--- src/hdkp_pkg.sv ---
package hdkp_pkg;

  // Path geometry
  localparam int MAX_DEPTH   = 10;
  localparam int HEAD_DEPTH  = 5;
  localparam int HEAD_IDX_W  = 3;
  localparam int COUNT_W     = 5;
  localparam int WORD_W      = 32;
  localparam int CLASS_W     = 4;
  localparam int LIMIT_W     = 31;

  localparam logic [COUNT_W-1:0] COUNT_MAX = 5'd31;
  localparam logic [COUNT_W-1:0] DEPTH_LIM = COUNT_W'(MAX_DEPTH);
  localparam logic [COUNT_W-1:0] HEAD_LIM  = COUNT_W'(HEAD_DEPTH);

  // Front to back queue
  localparam int QUEUE_DEPTH = 2;
  localparam int QUEUE_PTR_W = 1;
  localparam int QUEUE_CNT_W = 2;

  // Configuration register indexes
  localparam int CFG_IDX_W = 2;
  localparam logic [CFG_IDX_W-1:0] CFG_MAX_ACCOUNT  = 2'd0;
  localparam logic [CFG_IDX_W-1:0] CFG_MAX_ADDRESS  = 2'd1;
  localparam logic [CFG_IDX_W-1:0] CFG_MAX_POOL_KEY = 2'd2;
  localparam logic [CFG_IDX_W-1:0] CFG_MAX_POLICY   = 2'd3;

  localparam logic [LIMIT_W-1:0] RST_MAX_ACCOUNT  = 31'd100;
  localparam logic [WORD_W-1:0]  RST_MAX_ADDRESS  = 32'd1000000;
  localparam logic [LIMIT_W-1:0] RST_MAX_POOL_KEY = 31'd1000000;
  localparam logic [LIMIT_W-1:0] RST_MAX_POLICY   = 31'd1000000;

  // Path classes
  localparam logic [CLASS_W-1:0] CLS_INVALID     = 4'd0;
  localparam logic [CLASS_W-1:0] CLS_ACCOUNT     = 4'd1;
  localparam logic [CLASS_W-1:0] CLS_PAYMENT     = 4'd2;
  localparam logic [CLASS_W-1:0] CLS_STAKING     = 4'd3;
  localparam logic [CLASS_W-1:0] CLS_DREP        = 4'd4;
  localparam logic [CLASS_W-1:0] CLS_CC_COLD     = 4'd5;
  localparam logic [CLASS_W-1:0] CLS_CC_HOT      = 4'd6;
  localparam logic [CLASS_W-1:0] CLS_MS_ACCOUNT  = 4'd7;
  localparam logic [CLASS_W-1:0] CLS_MS_PAYMENT  = 4'd8;
  localparam logic [CLASS_W-1:0] CLS_MS_STAKING  = 4'd9;
  localparam logic [CLASS_W-1:0] CLS_MINT        = 4'd10;
  localparam logic [CLASS_W-1:0] CLS_POOL_COLD   = 4'd11;
  localparam logic [CLASS_W-1:0] CLS_VOTE_ACCT   = 4'd12;
  localparam logic [CLASS_W-1:0] CLS_VOTE_KEY    = 4'd13;

  // Path element constants
  localparam logic [WORD_W-1:0] HARD_BIT        = 32'h8000_0000;
  localparam logic [WORD_W-1:0] PURPOSE_LEGACY  = 32'h8000_0000 | 32'd44;
  localparam logic [WORD_W-1:0] PURPOSE_ORD     = 32'h8000_0000 | 32'd1852;
  localparam logic [WORD_W-1:0] PURPOSE_MULTI   = 32'h8000_0000 | 32'd1854;
  localparam logic [WORD_W-1:0] PURPOSE_POLICY  = 32'h8000_0000 | 32'd1855;
  localparam logic [WORD_W-1:0] PURPOSE_POOL    = 32'h8000_0000 | 32'd1853;
  localparam logic [WORD_W-1:0] PURPOSE_VOTE    = 32'h8000_0000 | 32'd1694;
  localparam logic [WORD_W-1:0] COIN_TYPE       = 32'h8000_0000 | 32'd1815;

  localparam logic [WORD_W-1:0] CHAIN_EXTERNAL  = 32'd0;
  localparam logic [WORD_W-1:0] CHAIN_INTERNAL  = 32'd1;
  localparam logic [WORD_W-1:0] CHAIN_STAKING   = 32'd2;
  localparam logic [WORD_W-1:0] CHAIN_DREP      = 32'd3;
  localparam logic [WORD_W-1:0] CHAIN_CC_COLD   = 32'd4;
  localparam logic [WORD_W-1:0] CHAIN_CC_HOT    = 32'd5;

  // One complete path handed from front to back
  typedef struct packed {
    logic [HEAD_DEPTH-1:0][WORD_W-1:0] words;
    logic [COUNT_W-1:0]                len;
  } hdkp_job_t;

endpackage

--- src/hdkp_front.sv ---
module hdkp_front
  import hdkp_pkg::*;
(
  input  logic              clk,
  input  logic              rst_n,
  input  logic              accept,
  input  logic [WORD_W-1:0] path_word,
  input  logic              last_word,
  output logic              push,
  output hdkp_job_t         job
);

  logic [COUNT_W-1:0] count_r, count_nxt;
  logic [WORD_W-1:0]  head_r [HEAD_DEPTH];
  logic [COUNT_W-1:0] count_inc;
  logic               head_wr;

  assign head_wr   = accept && (count_r < HEAD_LIM);
  assign count_inc = (count_r < COUNT_MAX) ? count_r + 5'd1 : count_r;

  // Saturating count, cleared at the end of each path
  always_comb begin
    count_nxt = count_r;
    if (accept) begin
      count_nxt = last_word ? '0 : count_inc;
    end
  end

  always_ff @(posedge clk) begin
    if (!rst_n) begin
      count_r <= '0;
    end else begin
      count_r <= count_nxt;
    end
  end

  // First words of the path
  always_ff @(posedge clk) begin
    if (head_wr) begin
      head_r[count_r[HEAD_IDX_W-1:0]] <= path_word;
    end
  end

  // Snapshot including the word arriving now
  always_comb begin
    for (int i = 0; i < HEAD_DEPTH; i++) begin
      job.words[i] = (head_wr && count_r == COUNT_W'(i)) ? path_word : head_r[i];
    end
    job.len = count_inc;
  end

  assign push = accept && last_word;

endmodule

--- src/hdkp_queue.sv ---
module hdkp_queue
  import hdkp_pkg::*;
(
  input  logic      clk,
  input  logic      rst_n,
  input  logic      push,
  input  hdkp_job_t push_job,
  input  logic      pop,
  output hdkp_job_t pop_job,
  output logic      empty,
  output logic      full
);

  hdkp_job_t              slot_r [QUEUE_DEPTH];
  logic [QUEUE_PTR_W-1:0] wr_ptr_r, wr_ptr_nxt;
  logic [QUEUE_PTR_W-1:0] rd_ptr_r, rd_ptr_nxt;
  logic [QUEUE_CNT_W-1:0] cnt_r, cnt_nxt;
  logic                   do_push, do_pop;

  assign empty   = (cnt_r == '0);
  assign full    = (cnt_r == QUEUE_CNT_W'(QUEUE_DEPTH));
  assign do_push = push && !full;
  assign do_pop  = pop && !empty;
  assign pop_job = slot_r[rd_ptr_r];

  // Pointer and fill bookkeeping
  always_comb begin
    wr_ptr_nxt = do_push ? wr_ptr_r + 1'b1 : wr_ptr_r;
    rd_ptr_nxt = do_pop ? rd_ptr_r + 1'b1 : rd_ptr_r;
    cnt_nxt    = cnt_r;
    if (do_push && !do_pop) begin
      cnt_nxt = cnt_r + 1'b1;
    end else if (do_pop && !do_push) begin
      cnt_nxt = cnt_r - 1'b1;
    end
  end

  always_ff @(posedge clk) begin
    if (!rst_n) begin
      wr_ptr_r <= '0;
      rd_ptr_r <= '0;
      cnt_r    <= '0;
    end else begin
      wr_ptr_r <= wr_ptr_nxt;
      rd_ptr_r <= rd_ptr_nxt;
      cnt_r    <= cnt_nxt;
    end
  end

  always_ff @(posedge clk) begin
    if (do_push) begin
      slot_r[wr_ptr_r] <= push_job;
    end
  end

endmodule

--- src/hdkp_back.sv ---
module hdkp_back
  import hdkp_pkg::*;
(
  input  logic                 clk,
  input  logic                 rst_n,
  input  logic                 job_valid,
  input  hdkp_job_t            job,
  output logic                 pop,
  input  logic                 cfg_we,
  input  logic [CFG_IDX_W-1:0] cfg_index,
  input  logic [WORD_W-1:0]    cfg_data,
  output logic                 out_valid,
  output logic [CLASS_W-1:0]   out_path_class,
  output logic                 out_reasonable,
  output logic                 out_multidelegation,
  output logic                 out_too_long
);

  logic [LIMIT_W-1:0] max_account_r, max_pool_key_r, max_policy_r;
  logic [WORD_W-1:0]  max_address_r;

  logic               valid_r;
  logic [CLASS_W-1:0] class_r, cls;
  logic               reas_r, reas;
  logic               multi_r, multi;
  logic               long_r, too_long;

  logic [WORD_W-1:0]  w0, w1, acct, chain, addr;
  logic [COUNT_W-1:0] len;
  logic               coin_ok, pre_legacy, pre_ord, pre_multi;
  logic               pre_mint, pre_pool, pre_vote;
  logic               acct_ok, addr_ok;

  // Limit registers
  always_ff @(posedge clk) begin
    if (!rst_n) begin
      max_account_r  <= RST_MAX_ACCOUNT;
      max_address_r  <= RST_MAX_ADDRESS;
      max_pool_key_r <= RST_MAX_POOL_KEY;
      max_policy_r   <= RST_MAX_POLICY;
    end else if (cfg_we) begin
      case (cfg_index)
        CFG_MAX_ACCOUNT:  max_account_r  <= cfg_data[LIMIT_W-1:0];
        CFG_MAX_ADDRESS:  max_address_r  <= cfg_data;
        CFG_MAX_POOL_KEY: max_pool_key_r <= cfg_data[LIMIT_W-1:0];
        CFG_MAX_POLICY:   max_policy_r   <= cfg_data[LIMIT_W-1:0];
        default: ;
      endcase
    end
  end

  assign pop   = job_valid;
  assign w0    = job.words[0];
  assign w1    = job.words[1];
  assign acct  = job.words[2];
  assign chain = job.words[3];
  assign addr  = job.words[4];
  assign len   = job.len;

  // Purpose and coin prefixes
  assign coin_ok    = (len >= 5'd2) && (w1 == COIN_TYPE);
  assign pre_legacy = coin_ok && (w0 == PURPOSE_LEGACY);
  assign pre_ord    = coin_ok && (w0 == PURPOSE_ORD);
  assign pre_multi  = coin_ok && (w0 == PURPOSE_MULTI);
  assign pre_mint   = coin_ok && (w0 == PURPOSE_POLICY);
  assign pre_pool   = coin_ok && (w0 == PURPOSE_POOL);
  assign pre_vote   = coin_ok && (w0 == PURPOSE_VOTE);
  assign too_long   = (len > DEPTH_LIM);

  // Class decode; chain selects on its low byte, then non-payment cases check the full word
  always_comb begin
    cls = CLS_INVALID;
    if (pre_legacy || pre_ord) begin
      if (len >= 5'd3 && acct[WORD_W-1]) begin
        if (len == 5'd3) begin
          cls = CLS_ACCOUNT;
        end else if (len == 5'd5) begin
          case (chain[7:0])
            CHAIN_EXTERNAL[7:0], CHAIN_INTERNAL[7:0]: cls = CLS_PAYMENT;
            CHAIN_STAKING[7:0]: begin
              if (pre_ord && chain == CHAIN_STAKING && !addr[WORD_W-1]) cls = CLS_STAKING;
            end
            CHAIN_DREP[7:0]: begin
              if (pre_ord && chain == CHAIN_DREP && !addr[WORD_W-1]) cls = CLS_DREP;
            end
            CHAIN_CC_COLD[7:0]: begin
              if (pre_ord && chain == CHAIN_CC_COLD && !addr[WORD_W-1]) cls = CLS_CC_COLD;
            end
            CHAIN_CC_HOT[7:0]: begin
              if (pre_ord && chain == CHAIN_CC_HOT && !addr[WORD_W-1]) cls = CLS_CC_HOT;
            end
            default: cls = CLS_INVALID;
          endcase
        end
      end
    end else if (pre_multi) begin
      if (len >= 5'd3 && acct[WORD_W-1]) begin
        if (len == 5'd3) begin
          cls = CLS_MS_ACCOUNT;
        end else if (len == 5'd5) begin
          case (chain[7:0])
            CHAIN_EXTERNAL[7:0]: begin
              if (!addr[WORD_W-1]) cls = CLS_MS_PAYMENT;
            end
            CHAIN_STAKING[7:0]: begin
              if (chain == CHAIN_STAKING && !addr[WORD_W-1]) cls = CLS_MS_STAKING;
            end
            default: cls = CLS_INVALID;
          endcase
        end
      end
    end else if (pre_mint) begin
      if (len == 5'd3 && acct[WORD_W-1]) cls = CLS_MINT;
    end else if (pre_pool) begin
      if (len == 5'd4 && acct == HARD_BIT && chain[WORD_W-1]) cls = CLS_POOL_COLD;
    end else if (pre_vote) begin
      if (len >= 5'd3 && acct[WORD_W-1]) begin
        if (len == 5'd3) begin
          cls = CLS_VOTE_ACCT;
        end else if (len == 5'd5 && chain == CHAIN_EXTERNAL && !addr[WORD_W-1]) begin
          cls = CLS_VOTE_KEY;
        end
      end
    end
    if (too_long) cls = CLS_INVALID;
  end

  // Limit checks per class
  assign acct_ok = acct[WORD_W-1] && (acct[LIMIT_W-1:0] <= max_account_r);
  assign addr_ok = (addr <= max_address_r);

  always_comb begin
    case (cls)
      CLS_ACCOUNT, CLS_MS_ACCOUNT, CLS_VOTE_ACCT: reas = acct_ok;
      CLS_PAYMENT, CLS_STAKING, CLS_MS_PAYMENT, CLS_MS_STAKING, CLS_VOTE_KEY:
        reas = acct_ok && addr_ok;
      CLS_DREP, CLS_CC_COLD, CLS_CC_HOT:
        reas = acct_ok && addr_ok && (addr == '0);
      CLS_MINT:      reas = (acct[LIMIT_W-1:0] <= max_policy_r);
      CLS_POOL_COLD: reas = (chain[LIMIT_W-1:0] <= max_pool_key_r);
      default:       reas = 1'b0;
    endcase
  end

  assign multi = ((cls == CLS_STAKING) || (cls == CLS_MS_STAKING)) && (addr != '0);

  // Result strobe and word
  always_ff @(posedge clk) begin
    if (!rst_n) begin
      valid_r <= 1'b0;
    end else begin
      valid_r <= job_valid;
    end
  end

  always_ff @(posedge clk) begin
    if (job_valid) begin
      class_r <= cls;
      reas_r  <= reas;
      multi_r <= multi;
      long_r  <= too_long;
    end
  end

  assign out_valid           = valid_r;
  assign out_path_class      = class_r;
  assign out_reasonable      = reas_r;
  assign out_multidelegation = multi_r;
  assign out_too_long        = long_r;

endmodule

--- src/hd_key_path_classifier.sv ---
// Key path classifier.
// Input: one path element per word on in_path_word, in_last_word marking the
// final element. A word is taken at a rising edge with start high and busy low.
// Words without the last marker only fill the head store and bump the count.
// Output: for each last word, one result word on out_path_class, out_reasonable,
// out_multidelegation and out_too_long, marked by out_valid for one cycle.
// The receiver has no stall; results must be taken as they appear.
// The front snapshot of the path goes into the queue with its last word, and
// the back classify register then holds the result and raises the strobe.
// Throughput: one word per cycle; the front hands a finished path to a
// two-entry queue and the back drains one path per cycle, so busy stays low
// in steady use and rises only if the queue were full.
// Configuration: cfg_valid/cfg_ready with cfg_index (0 max_account,
// 1 max_address, 2 max_pool_key_index, 3 max_policy_index) and cfg_data;
// cfg_ready is always high. Write limits only while no path is in flight.
// Reset (rst_n low, synchronous) clears the count, the queue and the strobe
// and loads the default limits; no clearing pass is needed.
module hd_key_path_classifier
  import hdkp_pkg::*;
(
  input  logic                 clk,
  input  logic                 rst_n,
  input  logic                 start,
  output logic                 busy,
  input  logic [WORD_W-1:0]    in_path_word,
  input  logic                 in_last_word,
  input  logic                 cfg_valid,
  output logic                 cfg_ready,
  input  logic [CFG_IDX_W-1:0] cfg_index,
  input  logic [WORD_W-1:0]    cfg_data,
  output logic                 out_valid,
  output logic [CLASS_W-1:0]   out_path_class,
  output logic                 out_reasonable,
  output logic                 out_multidelegation,
  output logic                 out_too_long
);

  logic      accept, push, pop, q_empty, q_full;
  hdkp_job_t front_job, back_job;

  assign busy      = q_full;
  assign accept    = start && !busy;
  assign cfg_ready = 1'b1;

  hdkp_front u_front (
    .clk       (clk),
    .rst_n     (rst_n),
    .accept    (accept),
    .path_word (in_path_word),
    .last_word (in_last_word),
    .push      (push),
    .job       (front_job)
  );

  hdkp_queue u_queue (
    .clk      (clk),
    .rst_n    (rst_n),
    .push     (push),
    .push_job (front_job),
    .pop      (pop),
    .pop_job  (back_job),
    .empty    (q_empty),
    .full     (q_full)
  );

  hdkp_back u_back (
    .clk                 (clk),
    .rst_n               (rst_n),
    .job_valid           (!q_empty),
    .job                 (back_job),
    .pop                 (pop),
    .cfg_we              (cfg_valid && cfg_ready),
    .cfg_index           (cfg_index),
    .cfg_data            (cfg_data),
    .out_valid           (out_valid),
    .out_path_class      (out_path_class),
    .out_reasonable      (out_reasonable),
    .out_multidelegation (out_multidelegation),
    .out_too_long        (out_too_long)
  );

endmodule

--- config.mk ---
export PLATFORM = sky130hd
export DESIGN_NAME = hd_key_path_classifier
export DESIGN_NICKNAME = d
export VERILOG_FILES = /design/src/hdkp_pkg.sv /design/src/hdkp_front.sv /design/src/hdkp_queue.sv /design/src/hdkp_back.sv /design/src/hd_key_path_classifier.sv
export SDC_FILE = /design/constraint.sdc
export NUM_CORES = 1
export LEC_CHECK = 0
export BUFFER_PORTS_ARGS = -buffer_cell sky130_fd_sc_hd__buf_4
export CAP_MARGIN = 20
export CELL_PAD_IN_SITES_DETAIL_PLACEMENT = 1
export CELL_PAD_IN_SITES_GLOBAL_PLACEMENT = 2
export CORE_ASPECT_RATIO = 1.2
export CORE_MARGIN = 3
export CORE_UTILIZATION = 49
export CTS_BUF_LIST = sky130_fd_sc_hd__clkbuf_8
export DETAILED_ROUTE_END_ITERATION = 16
export GPL_TIMING_DRIVEN = 0
export MAX_ROUTING_LAYER = met4
export PLACE_DENSITY_LB_ADDON = 0.1
export SLEW_MARGIN = 20
export SYNTH_ARGS = -nofsm -noshare
export SYNTH_HDL_FRONTEND = slang
export SYNTH_SLANG_ARGS = --single-unit
--- constraint.sdc ---
create_clock -name clk -period 28.2 [get_ports clk]
set_input_delay 5.64 -clock clk [delete_from_list [all_inputs] [get_ports clk]]
set_output_delay 5.64 -clock clk [all_outputs]
set_load 0.005 [all_outputs]
After elaboration in Yosys (flattened, before gate mapping)
Memories as Yosys holds them, arrays and structs flattened. A register that Yosys moved wholly into a read port is not among the register bits.
Cells that the tools add are included.
- flip-flop bits (word level): 142
- RAM bits: 490
- input bits: 71
- output and inout bits: 10
- logic and storage cells: 170
- memories kept: 2
- memories (name ; depth ; width ; read ports ; clocked after Yosys merged registers in ; write ports ; line ; text):
    u_queue.slot_r ; 2 ; 165 ; 1 ; 1 ; 1 ; hdkp_queue.sv:14 ; hdkp_job_t slot_r [QUEUE_DEPTH];
    u_front.head_r ; 5 ; 32 ; 5 ; 0 ; 1 ; hdkp_front.sv:14 ; logic [WORD_W-1:0] head_r [HEAD_DEPTH];
- add/subtract/negate cells: 5
- $lt $le $gt $ge: 9
- eq/ne operators: 41
- muxes and demuxes: 41
- reduce and logical (&&, ||, !) cells: 59
- operators with widths (kind ; count):
    $eq 32x32->1 const B ; 8
    $mux 32 ; 5
    $le 31x31->1 ; 3
    $mux 4 ; 19
    $eq 32x2->1 const B ; 2
    $eq 32x3->1 const B ; 2
    $logic_not 32->1 ; 2
    $logic_and 1x1->1 ; 37
    $le 32x32->1 ; 1
    $reduce_bool 32->1 ; 1
    $eq 4x4->1 const B ; 6
    $pmux 4 s5 ; 1
    $eq 4x3->1 const B ; 4
    $eq 8x2->1 const B ; 2
    $eq 8x3->1 const B ; 2
    $eq 5x2->1 const B ; 3
    $eq 5x3->1 const B ; 3
    $ge 5x2->1 const B ; 2
    $mux 5 ; 2
    $mux 3 ; 3
    $eq 4x2->1 const B ; 2
    $eq 8x1->1 const B ; 1
    $logic_not 8->1 ; 1
    $pmux 4 s2 ; 1
    other kinds (23) ; 42

Longest topological paths before layout
Gate-level depths: netlist of run 1.
- depth after elaboration: 15
- depth in mapped cells: 18
- gate-level depth less buffers: 13

Modules after synthesis
A second synthesis of run 1 with hierarchy kept.
- cell total of the unflattened synthesis: 2062
- area total of the unflattened synthesis: 28323.4 um2
- modules (own cells, without submodules) (module ; times used ; cells each ; area each (um2) ; seq. area each (um2)):
    hdkp_queue ; 1 ; 538 ; 12190.4 ; 10009.6
    hdkp_back ; 1 ; 1121 ; 8942.3 ; 2732.6
    hdkp_front ; 1 ; 399 ; 7161.9 ; 4904.7
    hd_key_path_classifier ; 1 ; 4 ; 28.8 ; 0.0

Worst setup path after synthesis of run 1
No wires, ideal clock.
- kind: input to register
- start: input start
- end: memory u_queue.slot_r[0][0] (netlist name), enable pin
- library setup time: 0.694 ns
- arrival time: 12.630 ns
- required time: 27.506 ns
- setup slack: 14.876 ns
- cell stages on the path: 2
- path buffers: 0
- cell sequence: nand3_1 > nor2_1
- word-level cells in the longest chain between the ends: 5
- ends and longest elaborated chain (element ; line ; text):
    from (decl) ; hd_key_path_classifier.sv:23 ; input logic start,
    $logic_and 1x1->1 ; hd_key_path_classifier.sv:42 ; assign accept = start && !busy;
    $logic_and 1x1->1 ; hdkp_front.sv:52 ; assign push = accept && last_word;
    $logic_and 1x1->1 ; hdkp_queue.sv:22 ; assign do_push = push && !full;
    $mux 1 ; hdkp_queue.sv:51 ; if (do_push) begin
    $mux 1 (not written as such) ; hdkp_queue.sv:52 ; slot_r[wr_ptr_r] <= push_job;
    to (decl) ; hdkp_queue.sv:14 ;
Every way passes these cells.

==> run metrics, run 1 <==
via count normalized by instance count=5.80; area fraction in compound gates after synthesis=0.0744; share of total power in the clock network=0.332; proportion of layout cells with a drive suffix above 1=0.229; highest clock rate=between 100 and 150 MHz; cells on worst reg2reg path=17; Global Route Usage Sum=0.290; commonest register cell after synthesis=edfxtp_1; TritonCTS Buffers=100; average cell area after synthesis=13.5 um2; fin nets=2,473; commonest non-fill, non-tap cell in the layout=edfxtp_1; ranking of synthesized cells by area=edfxtp_1 54%, mux2_2 10%, dfxtp_1 9.8%; slack of the worst reg-to-reg path=between 20,000 and 25,000 ps; number of instances in the synthesized netlist=roughly 2,100; global-route wire length before repair=roughly 120 mm; Worst EP arrival=8080 ps; required time of the critical path=28,640 ps; top cell type by total area after synthesis=edfxtp_1; Skew-Pair Late Insertion Delay=700 ps; adder-cell share of the synthesized area=0.0586; Maximum Capacitance Violations=0; portion of the post-synthesis area used by sequential elements=0.636; GPL Wtd Cong=0.877; status=finished clean; final clock skew=~23 ps; total net switching power=692 uW; post-route DRC violation count=0; type of the setup path with the least slack=in2reg; fraction of power consumed by combinational cells=0.205; post-detailed-route wirelength per cell=around 27 um; Tmin final=7640 ps; antenna violations before repair=3; Final Cycle Share=0.271; proportion of synthesized flip-flops having asynchronous set or reset=0; worst-path fanout max=10; Final ANT Viol Nets=0; Hold Path Cell Cnt=2; setup repair after global routing missed its margin=no; worst hold path endpoint=u_back.max_account_r[26]; number of setup violations in the final report=0; IR drop worst, VDD=0.0000472 V; transition time at the pin with the least slew margin=about 1100 ps; dominant combinational cell family by area after synthesis=multiplexers; post-cts repair resize count=0; flip-flop and latch count after synthesis=roughly 630; number of search-and-repair iterations in the first detailed-routing pass=5; count of flip-flops with a built-in enable after synthesis=between 400 and 500; Cell Pwr Density=74.2 mW/mm2; I/O pin cnt=81; Hold Path Class=reg2reg; area inside the core boundary=around 0.055 mm2; cell-internal power=between 1.5 and 2 mW; crit path capture type=register; share of the synthesized netlist area taken by xor and xnor gates=0.00158; CTS root buffer=clkbuf_8; Synth Area in Simple Gates=0.0954; maximum number of pins on one net before global-route repair=27; vias in the first global route=19,300; DP HPWL=between 60 and 70 mm; Bufs on Longest Clock Path=3; horizontal die dimension=approximately 220 um; net count after synthesis=around 2,300; most used cells in the layout excluding fill and tap cells=497 x edfxtp_1, 253 x nand2_1, 249 x mux2_2; count of warnings emitted by yosys=0; number of core rows=94; clk slew on worst S/H paths=~60 ps; CTS tree=yes; critical path launch point type=input port; fill cell instance count of the final layout=around 5,500; area fraction of the dominant cell type after synthesis=0.538; HP Start=u_back.max_account_r[26]; CTS sink count=~630; hold-fix buffers at CTS=0; Netlist cell types=75; detailed router's first-iteration violation count=between 1,000 and 1,500; height of the chip=~270 um; Port-buffer cells=77; starting utilization of the core area=0.501; htree depth=3; switching part of the total=0.293; Leakage=11.1 nW; DIE AREA=roughly 0.060 mm2; total negative slack for setup checks=0 ps; layout overhead on the synthesized area=14.7%; fraction of the core area covered by cells at the end of the flow=0.575; post-route worst hold slack=between 400 and 500 ps; number of buffers inserted to repair setup after CTS=0; GR Overflow Total=0; Crit Reg-Reg Endpoint=u_back.out_reasonable; cell area after synthesis=0.0278 mm2; vias=17,800; multiplexer area fraction after synthesis=0.104; sequential fraction of design power=0.462; Final Hold Viols=0; tightest slew margin relative to the limit=0.246; Post-Route WL=83.1 mm; Final Max Slew Viols=0
==> state kept, by name, summed over array words and instances, names as in the netlist, named ones only <==
| register | cells |
|---|---|
| u_queue.cnt_r | 2 |
| u_back.max_policy_r | 31 |
| u_queue.rd_ptr_r | 1 |
| u_back.out_multidelegation | 1 |
| u_back.max_pool_key_r | 31 |
| u_back.max_address_r | 32 |
| u_back.max_account_r | 31 |
| u_queue.slot_r | 330 |
| u_back.out_path_class | 4 |
| u_back.out_too_long | 1 |
| u_front.count_r | 5 |
| u_queue.wr_ptr_r | 1 |
| u_back.out_reasonable | 1 |
| u_back.out_valid | 1 |
| u_front.head_r | 160 |
==> cell type report <==
class                      count  area [um2]  share of cell area
buffer                        75         322              0.0101
clock buffer                 103        1420              0.0445
clock inverter                80         599              0.0188
antenna                        1        2.50           0.0000786
multi-input combinational   1211        9330               0.293
inverter                     139         522              0.0164
timing repair buffer         112        1100              0.0345
sequential                   633       17600               0.554
tap                          720         901              0.0283
==> cells by family after synthesis <==
kind of cell,after synthesis
DFF,633
and+or+nand+nor,527
AOI/OAI and AO/OA,291
muxes,257
buffers and inverters,214
adders and majority gates,130
xor gates and xnor gates,5
other,1
==> metrics by stage <==
step / instance area (um2) / total power [mW] / setup slack, ps / cells
after floorplan: 27800 / 1.40 / 14880 / 2058
after global placement: 29200 / 1.58 / 10860 / 2855
after detailed placement: 29800 / 1.59 / 19930 / 2890
after CTS: 31800 / 2.38 / 20640 / 3073
after global routing: 31800 / 2.47 / 20400 / 3074
final: 31800 / 2.36 / 20560 / 3074
==> cells in the mapped netlist (7+ instances only) <==
cell type    n
edfxtp_1   497
nand2_1    253
mux2_2     249
inv_1      139
dfxtp_1    136
ha_1       130
a21boi_0   104
nor2_1      48
nor4_1      47
clkbuf_1    45
nand4_1     39
a21oi_1     37
o21ai_0     33
a21o_1      28
o211ai_1    27
nor3_1      24
buf_1       20
nor2b_1     18
nand3_1     17
or3_1       11
nand2b_1    10
a22oi_1      9
o22ai_1      8
mux2i_1      7
nor4b_1      7
==> worst max path at each step <==
stage	slack, ps	from	to
2_1_floorplan	14880	start	u_queue.slot_r[0][0]
5_1_grt	20400	start	u_queue.slot_r[1][16]
6_report	20560	start	u_queue.slot_r[1][16]
3_5_place_dp	19930	start	u_queue.slot_r[0][18]
3_3_place_gp	10860	in_last_word	u_queue.wr_ptr_r
4_1_cts	20640	start	u_queue.slot_r[1][16]
==> power by group through the flow <==
stage          sequential (mW)  clock (mW)  combinational [mW]
6_report                  1.09       0.785               0.485
5_1_grt                   1.10       0.845               0.526
4_1_cts                   1.09       0.804               0.487
3_5_place_dp              1.11           0               0.482
3_3_place_gp              1.12           0               0.450
2_1_floorplan             1.11           0               0.286
==> critical path: stages <==
cell	delay (ps)
buf_4	90
nand2_1	210
nor4_1	680
nand2_1	480
buf_1	530
mux2_2	440
==> per-layer routing <==
layer,up-vias,global-route usage,wire length (um),share of wire
met3,152,0.0297,3310,0.040
li1,8125,-,-,-
met5,-,-,0,0
met2,484,0.519,43500,0.52
met4,0,0.108,3060,0.037
met1,9057,0.338,33200,0.40
Power figures use the tool's default switching activity.
==> run 2: changes to the inputs <==
--- a/config.mk
+++ b/config.mk
@@ -11,7 +11,7 @@
 export CELL_PAD_IN_SITES_GLOBAL_PLACEMENT = 2
 export CORE_ASPECT_RATIO = 1.2
 export CORE_MARGIN = 3
-export CORE_UTILIZATION = 49
+export CORE_UTILIZATION = 42
 export CTS_BUF_LIST = sky130_fd_sc_hd__clkbuf_8
 export DETAILED_ROUTE_END_ITERATION = 16
 export GPL_TIMING_DRIVEN = 0
==> constraint.sdc (replaced) <==
create_clock -name clk -period 6.5 [get_ports clk]
set_input_delay 1.3 -clock clk [delete_from_list [all_inputs] [get_ports clk]]
set_output_delay 1.3 -clock clk [all_outputs]
set_load 0.005 [all_outputs]
==> run metrics, run 2 (synthesis results as in run 1) <==
status=finished clean; CTS tree=yes; cell type of the slowest stage on the worst timing path=a2111oi_1; most common cell type on the critical path=o21ai_0; min setup slack post-route=around 260 ps; horizontal die dimension=approximately 240 um; Global Route Usage Sum=0.255; share of total power in the clock network=0.326; critical path launch point type=register; IR drop worst, VDD=~0.00020 V; clk slew on worst S/H paths=around 70 ps; worst-path fanout max=19; Final ANT Viol Nets=0; Maximum Capacitance Violations=0; post-detailed-route wirelength per cell=between 20 and 30 um; setup repair after global routing missed its margin=no; Port-buffer cells=77; vias=~17,000; number of search-and-repair iterations in the first detailed-routing pass=5; Final Max Slew Viols=0; CTS sink count=633; vias in the first global route=roughly 19,000; Critical Path, Cell by Cell=buf_6 > buf_6 > buf_2 > buf_2 > clkbuf_1 > mux2_2 > ha_1 > nor2b_1 > o21ai_0 > nand2_1 > nor4_2 > o21ai_0 > a2111oi_1 > o21ai_0 > o22ai_1; Leakage=between 10 and 15 nW; Final Hold Viols=0; starting utilization of the core area=0.427; Post-Route WL=approximately 85 mm; Final Cycle Share=0.959; area inside the core boundary=about 0.065 mm2; layout overhead on the synthesized area=14.8%; transition time at the pin with the least slew margin=1080 ps; total net switching power=between 3 and 4 mW; number of setup violations in the final report=0; commonest non-fill, non-tap cell in the layout=edfxtp_1; number of core rows=a little over 100; tightest slew margin relative to the limit=0.277; worst slack after detailed placement=-968 ps; switching part of the total=0.299; Cell Area, Placed=about 0.03 mm2; sequential fraction of design power=0.465; htree depth=3; DP HPWL=roughly 64 mm; Tmin final=6240 ps; post-route DRC violation count=0; CTS root buffer=clkbuf_8; final clock skew=between 30 and 40 ps; Hold Path Class=reg2reg; largest stage delay on the critical path=between 800 and 900 ps; required time of the critical path=between 7000 and 8000 ps; DIE AREA=0.0692 mm2; GPL Wtd Cong=0.901; maximum number of pins on one net before global-route repair=27; I/O pin cnt=81; via count normalized by instance count=approximately 5.5; height of the chip=~290 um; post-route worst hold slack=465 ps; Worst EP arrival=approximately 6800 ps; detailed router's first-iteration violation count=872; cell-internal power=around 7.1 mW; Cell Pwr Density=319 mW/mm2; TritonCTS Buffers=103; GR Overflow Total=0; Skew-Pair Late Insertion Delay=720 ps; fill cell instance count of the final layout=roughly 6,500; fraction of the core area covered by cells at the end of the flow=0.491; final standard cell count with taps included and fillers excluded=about 3,200; crit path capture type=register; most used cells in the layout excluding fill and tap cells=497 x edfxtp_1, 253 x nand2_1, 249 x mux2_2; antenna violations before repair=4; max FFs per register=330; hold-fix buffers at CTS=0; type of the setup path with the least slack=reg2reg; highest clock rate=roughly 160 MHz; global-route wire length before repair=about 120 mm; fin nets=approximately 2,500; Largest Register=u_queue.slot_r; proportion of layout cells with a drive suffix above 1=0.224; Bufs on Longest Clock Path=3; Layout Cell Area excl Fill=0.0319 mm2; number of placed instances with taps included=between 3,000 and 4,000; fraction of power consumed by combinational cells=0.209
-- run 2: critical path: cells and delay by family (launching register included) --
family,cells,cell delay (ps)
simple gates,3,860
fa+ha+maj,1,290
flops,1,320
compound gates,5,2070
mux,1,430
buf+inv,5,2080
-- run 2: what timing repair did --
action                                 CTS  global route
setup endpoints to repair                1             0
setup buffers                            0             0
gates resized for setup                  2             0
endpoints found under the hold margin    0             0
-- run 2: final cells by class --
class	count	area [um2]	area share
flip-flops and latches	633	17600	0.554
multi-input cells	1211	9330	0.293
clock inverters	79	475	0.0149
plain buffers	74	318	0.00997
diodes	2	5.00	0.000157
well taps	832	1040	0.0327
clock buffers	105	1450	0.0453
repair buffers	113	1090	0.0341
inverters	139	522	0.0164
-- run 2: final timing paths --
check             slack [ps]  cells after the start                    start                      end
hold / removal           460                      2  u_back.max_policy_r[28]  u_back.max_policy_r[28]
hold reg to reg          460                      2  u_back.max_policy_r[28]  u_back.max_policy_r[28]
setup reg to reg         260                     15                 register    u_back.out_reasonable
setup / recovery         260                     15                 register    u_back.out_reasonable
-- run 2: power by group through the flow --
stage               sequential, mW  combinational, mW  clock, mW
floorplan                     4.81               1.24          0
global placement              4.85               2.02          0
detailed placement            4.82               2.15          0
CTS                           4.73               2.16       3.42
global route                  4.75               2.32       3.60
finish                        4.73               2.13       3.32
-- run 2: per-stage QoR --
step | TNS [ps] | total power [mW]
detailed placement | -968 | 6.97
CTS | 0 | 10.3
global placement | -1130170 | 6.87
floorplan | 0 | 6.06
global route | 0 | 10.7
finish | 0 | 10.2
-- run 2: per-layer routing --
metal	up-vias	part of all wire	GRT usage
li1	8129	-	-
met1	8795	0.41	0.295
met2	367	0.52	0.452
met3	145	0.032	0.0324
met4	0	0.039	0.0946
met5	-	0	-
==> run 3: changes to the inputs <==
--- a/config.mk
+++ b/config.mk
@@ -11,7 +11,7 @@
 export CELL_PAD_IN_SITES_GLOBAL_PLACEMENT = 2
 export CORE_ASPECT_RATIO = 1.2
 export CORE_MARGIN = 3
-export CORE_UTILIZATION = 42
+export CORE_UTILIZATION = 41
 export CTS_BUF_LIST = sky130_fd_sc_hd__clkbuf_8
 export DETAILED_ROUTE_END_ITERATION = 16
 export GPL_TIMING_DRIVEN = 0
==> run metrics, run 3 (synthesis results as in run 1) <==
status=finished clean; post-route worst hold slack=between 400 and 500 ps; final standard cell count with taps included and fillers excluded=about 3,300; Critical Path, Cell by Cell=buf_6 > buf_6 > buf_2 > buf_2 > clkbuf_1 > mux2_2 > ha_1 > a21o_1 > a21o_1 > a21oi_1 > nor2_1 > nor4_1 > o21ai_0 > a2111oi_1 > o21ai_0 > o22ai_1; tightest slew margin relative to the limit=0.305; min setup slack post-route=around 370 ps; Largest Register=u_queue.slot_r; Critical Path End=u_back.out_reasonable; post-route DRC violation count=0; starting utilization of the core area=0.418; commonest non-fill, non-tap cell in the layout=edfxtp_1; required time of the critical path=roughly 6900 ps; TritonCTS Buffers=a little over 100; number of search-and-repair iterations in the first detailed-routing pass=5; Port-buffer cells=between 70 and 80; Leakage=11.1 nW; fill cell instance count of the final layout=approximately 6,800; DIE AREA=between 0.07 and 0.08 mm2; Final ANT Viol Nets=0; IR drop worst, VDD=0.000208 V; post-cts repair resize count=0; transition time at the pin with the least slew margin=roughly 1000 ps; global-route wire length before repair=125 mm; vias=~17,000; number of buffers inserted to repair setup after CTS=0; I/O pin cnt=81; largest stage delay on the critical path=slightly below 900 ps; Hold Path Class=reg2reg; CTS sink count=around 630; power after layout=10.1 mW; proportion of layout cells with a drive suffix above 1=0.222; number of setup violations in the final report=0; Post-Route WL=~85 mm; setup repair after global routing missed its margin=no; hold-fix buffers at CTS=0; Global Route Usage Sum=0.247; worst-path fanout max=19; slack of the worst reg-to-reg path=between 300 and 400 ps; GR Overflow Total=0; Bufs on Longest Clock Path=3; cell type of the slowest stage on the worst timing path=a2111oi_1; critical path depth=16; type of the setup path with the least slack=reg2reg; cells on worst reg2reg path=16; Maximum Capacitance Violations=0; number of placed instances with taps included=roughly 3,100; GPL Wtd Cong=0.861; crit path capture type=register; Final Max Slew Viols=0; Tmin final=approximately 6100 ps; htree depth=3; fin nets=~2,500; post-detailed-route wirelength per cell=approximately 26 um; antenna violations before repair=5; detailed router's first-iteration violation count=935; Crit Reg-Reg Endpoint=u_back.out_reasonable; Top Family by Delay on Critical Path=compound AO/OA/AOI/OAI gates; number of core rows=103; Skew-Pair Late Insertion Delay=720 ps; Final Cycle Share=0.944; highest clock rate=163 MHz; CTS root buffer=clkbuf_8; DP HPWL=62.9 mm; Final Hold Viols=0; layout overhead on the synthesized area=14.8%; height of the chip=between 200 and 300 um; clk slew on worst S/H paths=70 ps; combined buffer and inverter count along the critical path=5; Cell Pwr Density=316 mW/mm2; worst slack after detailed placement=-366 ps; final clock skew=26.0 ps; Hold Path Cell Cnt=2; area inside the core boundary=0.0664 mm2; critical path launch point type=register; via count normalized by instance count=approximately 5.4; CTS tree=yes; maximum number of pins on one net before global-route repair=26; most used cells in the layout excluding fill and tap cells=497 x edfxtp_1, 253 x nand2_1, 249 x mux2_2; vias in the first global route=approximately 19,000; max FFs per register=330; horizontal die dimension=between 200 and 250 um; Worst EP arrival=~6600 ps
[run 3: layer usage]
layer	track usage	wire length [um]	part of all wire
met1	0.295	35900	0.42
met2	0.430	43400	0.51
met3	0.0302	2680	0.032
met4	0.0884	2700	0.032
met5	-	0	0
[run 3: layout make-up]
type	count	area [um2]	area share
Sequential cell	633	17600	0.554
Multi-Input combinational cell	1211	9330	0.293
Clock buffer	104	1430	0.0449
Tap cell	892	1120	0.0350
Timing Repair Buffer	112	1050	0.0329
Inverter	139	522	0.0164
Clock inverter	84	445	0.0140
Buffer	74	320	0.0101
Antenna cell	3	7.51	0.000236
[run 3: how the worst min path moves through the flow]
stage                                         start                        end  slack, ps
after floorplan           u_back.max_pool_key_r[10]  u_back.max_pool_key_r[10]        440
after CTS                  u_back.max_account_r[13]   u_back.max_account_r[13]        470
after global routing         u_back.max_policy_r[3]     u_back.max_policy_r[3]        490
after detailed placement   u_back.max_account_r[13]   u_back.max_account_r[13]        460
after global placement     u_back.max_address_r[28]   u_back.max_address_r[28]        450
final                      u_back.max_account_r[13]   u_back.max_account_r[13]        470
[run 3: per-stage QoR]
stage / area, um2 / TNS [ps] / utilization
after floorplan: 27800 / 0 / -
after global placement: 29500 / -1165560 / 0.444
after detailed placement: 30000 / -366 / 0.452
after CTS: 31900 / 0 / 0.480
after global routing: 31900 / 0 / 0.480
final: 31900 / 0 / 0.480
[run 3: power breakdown]
| part | switching, mW | internal, mW | total [mW] |
|---|---|---|---|
| clock network | 1.63 | 1.58 | 3.21 |
| logic | 1.31 | 0.812 | 2.12 |
| registers | 0.0961 | 4.65 | 4.74 |
[run 3: tightest hold or removal path: stages (launching register included)]
cell      delay, ps
dfxtp_1         310
nand2_1          50
a21boi_0         60
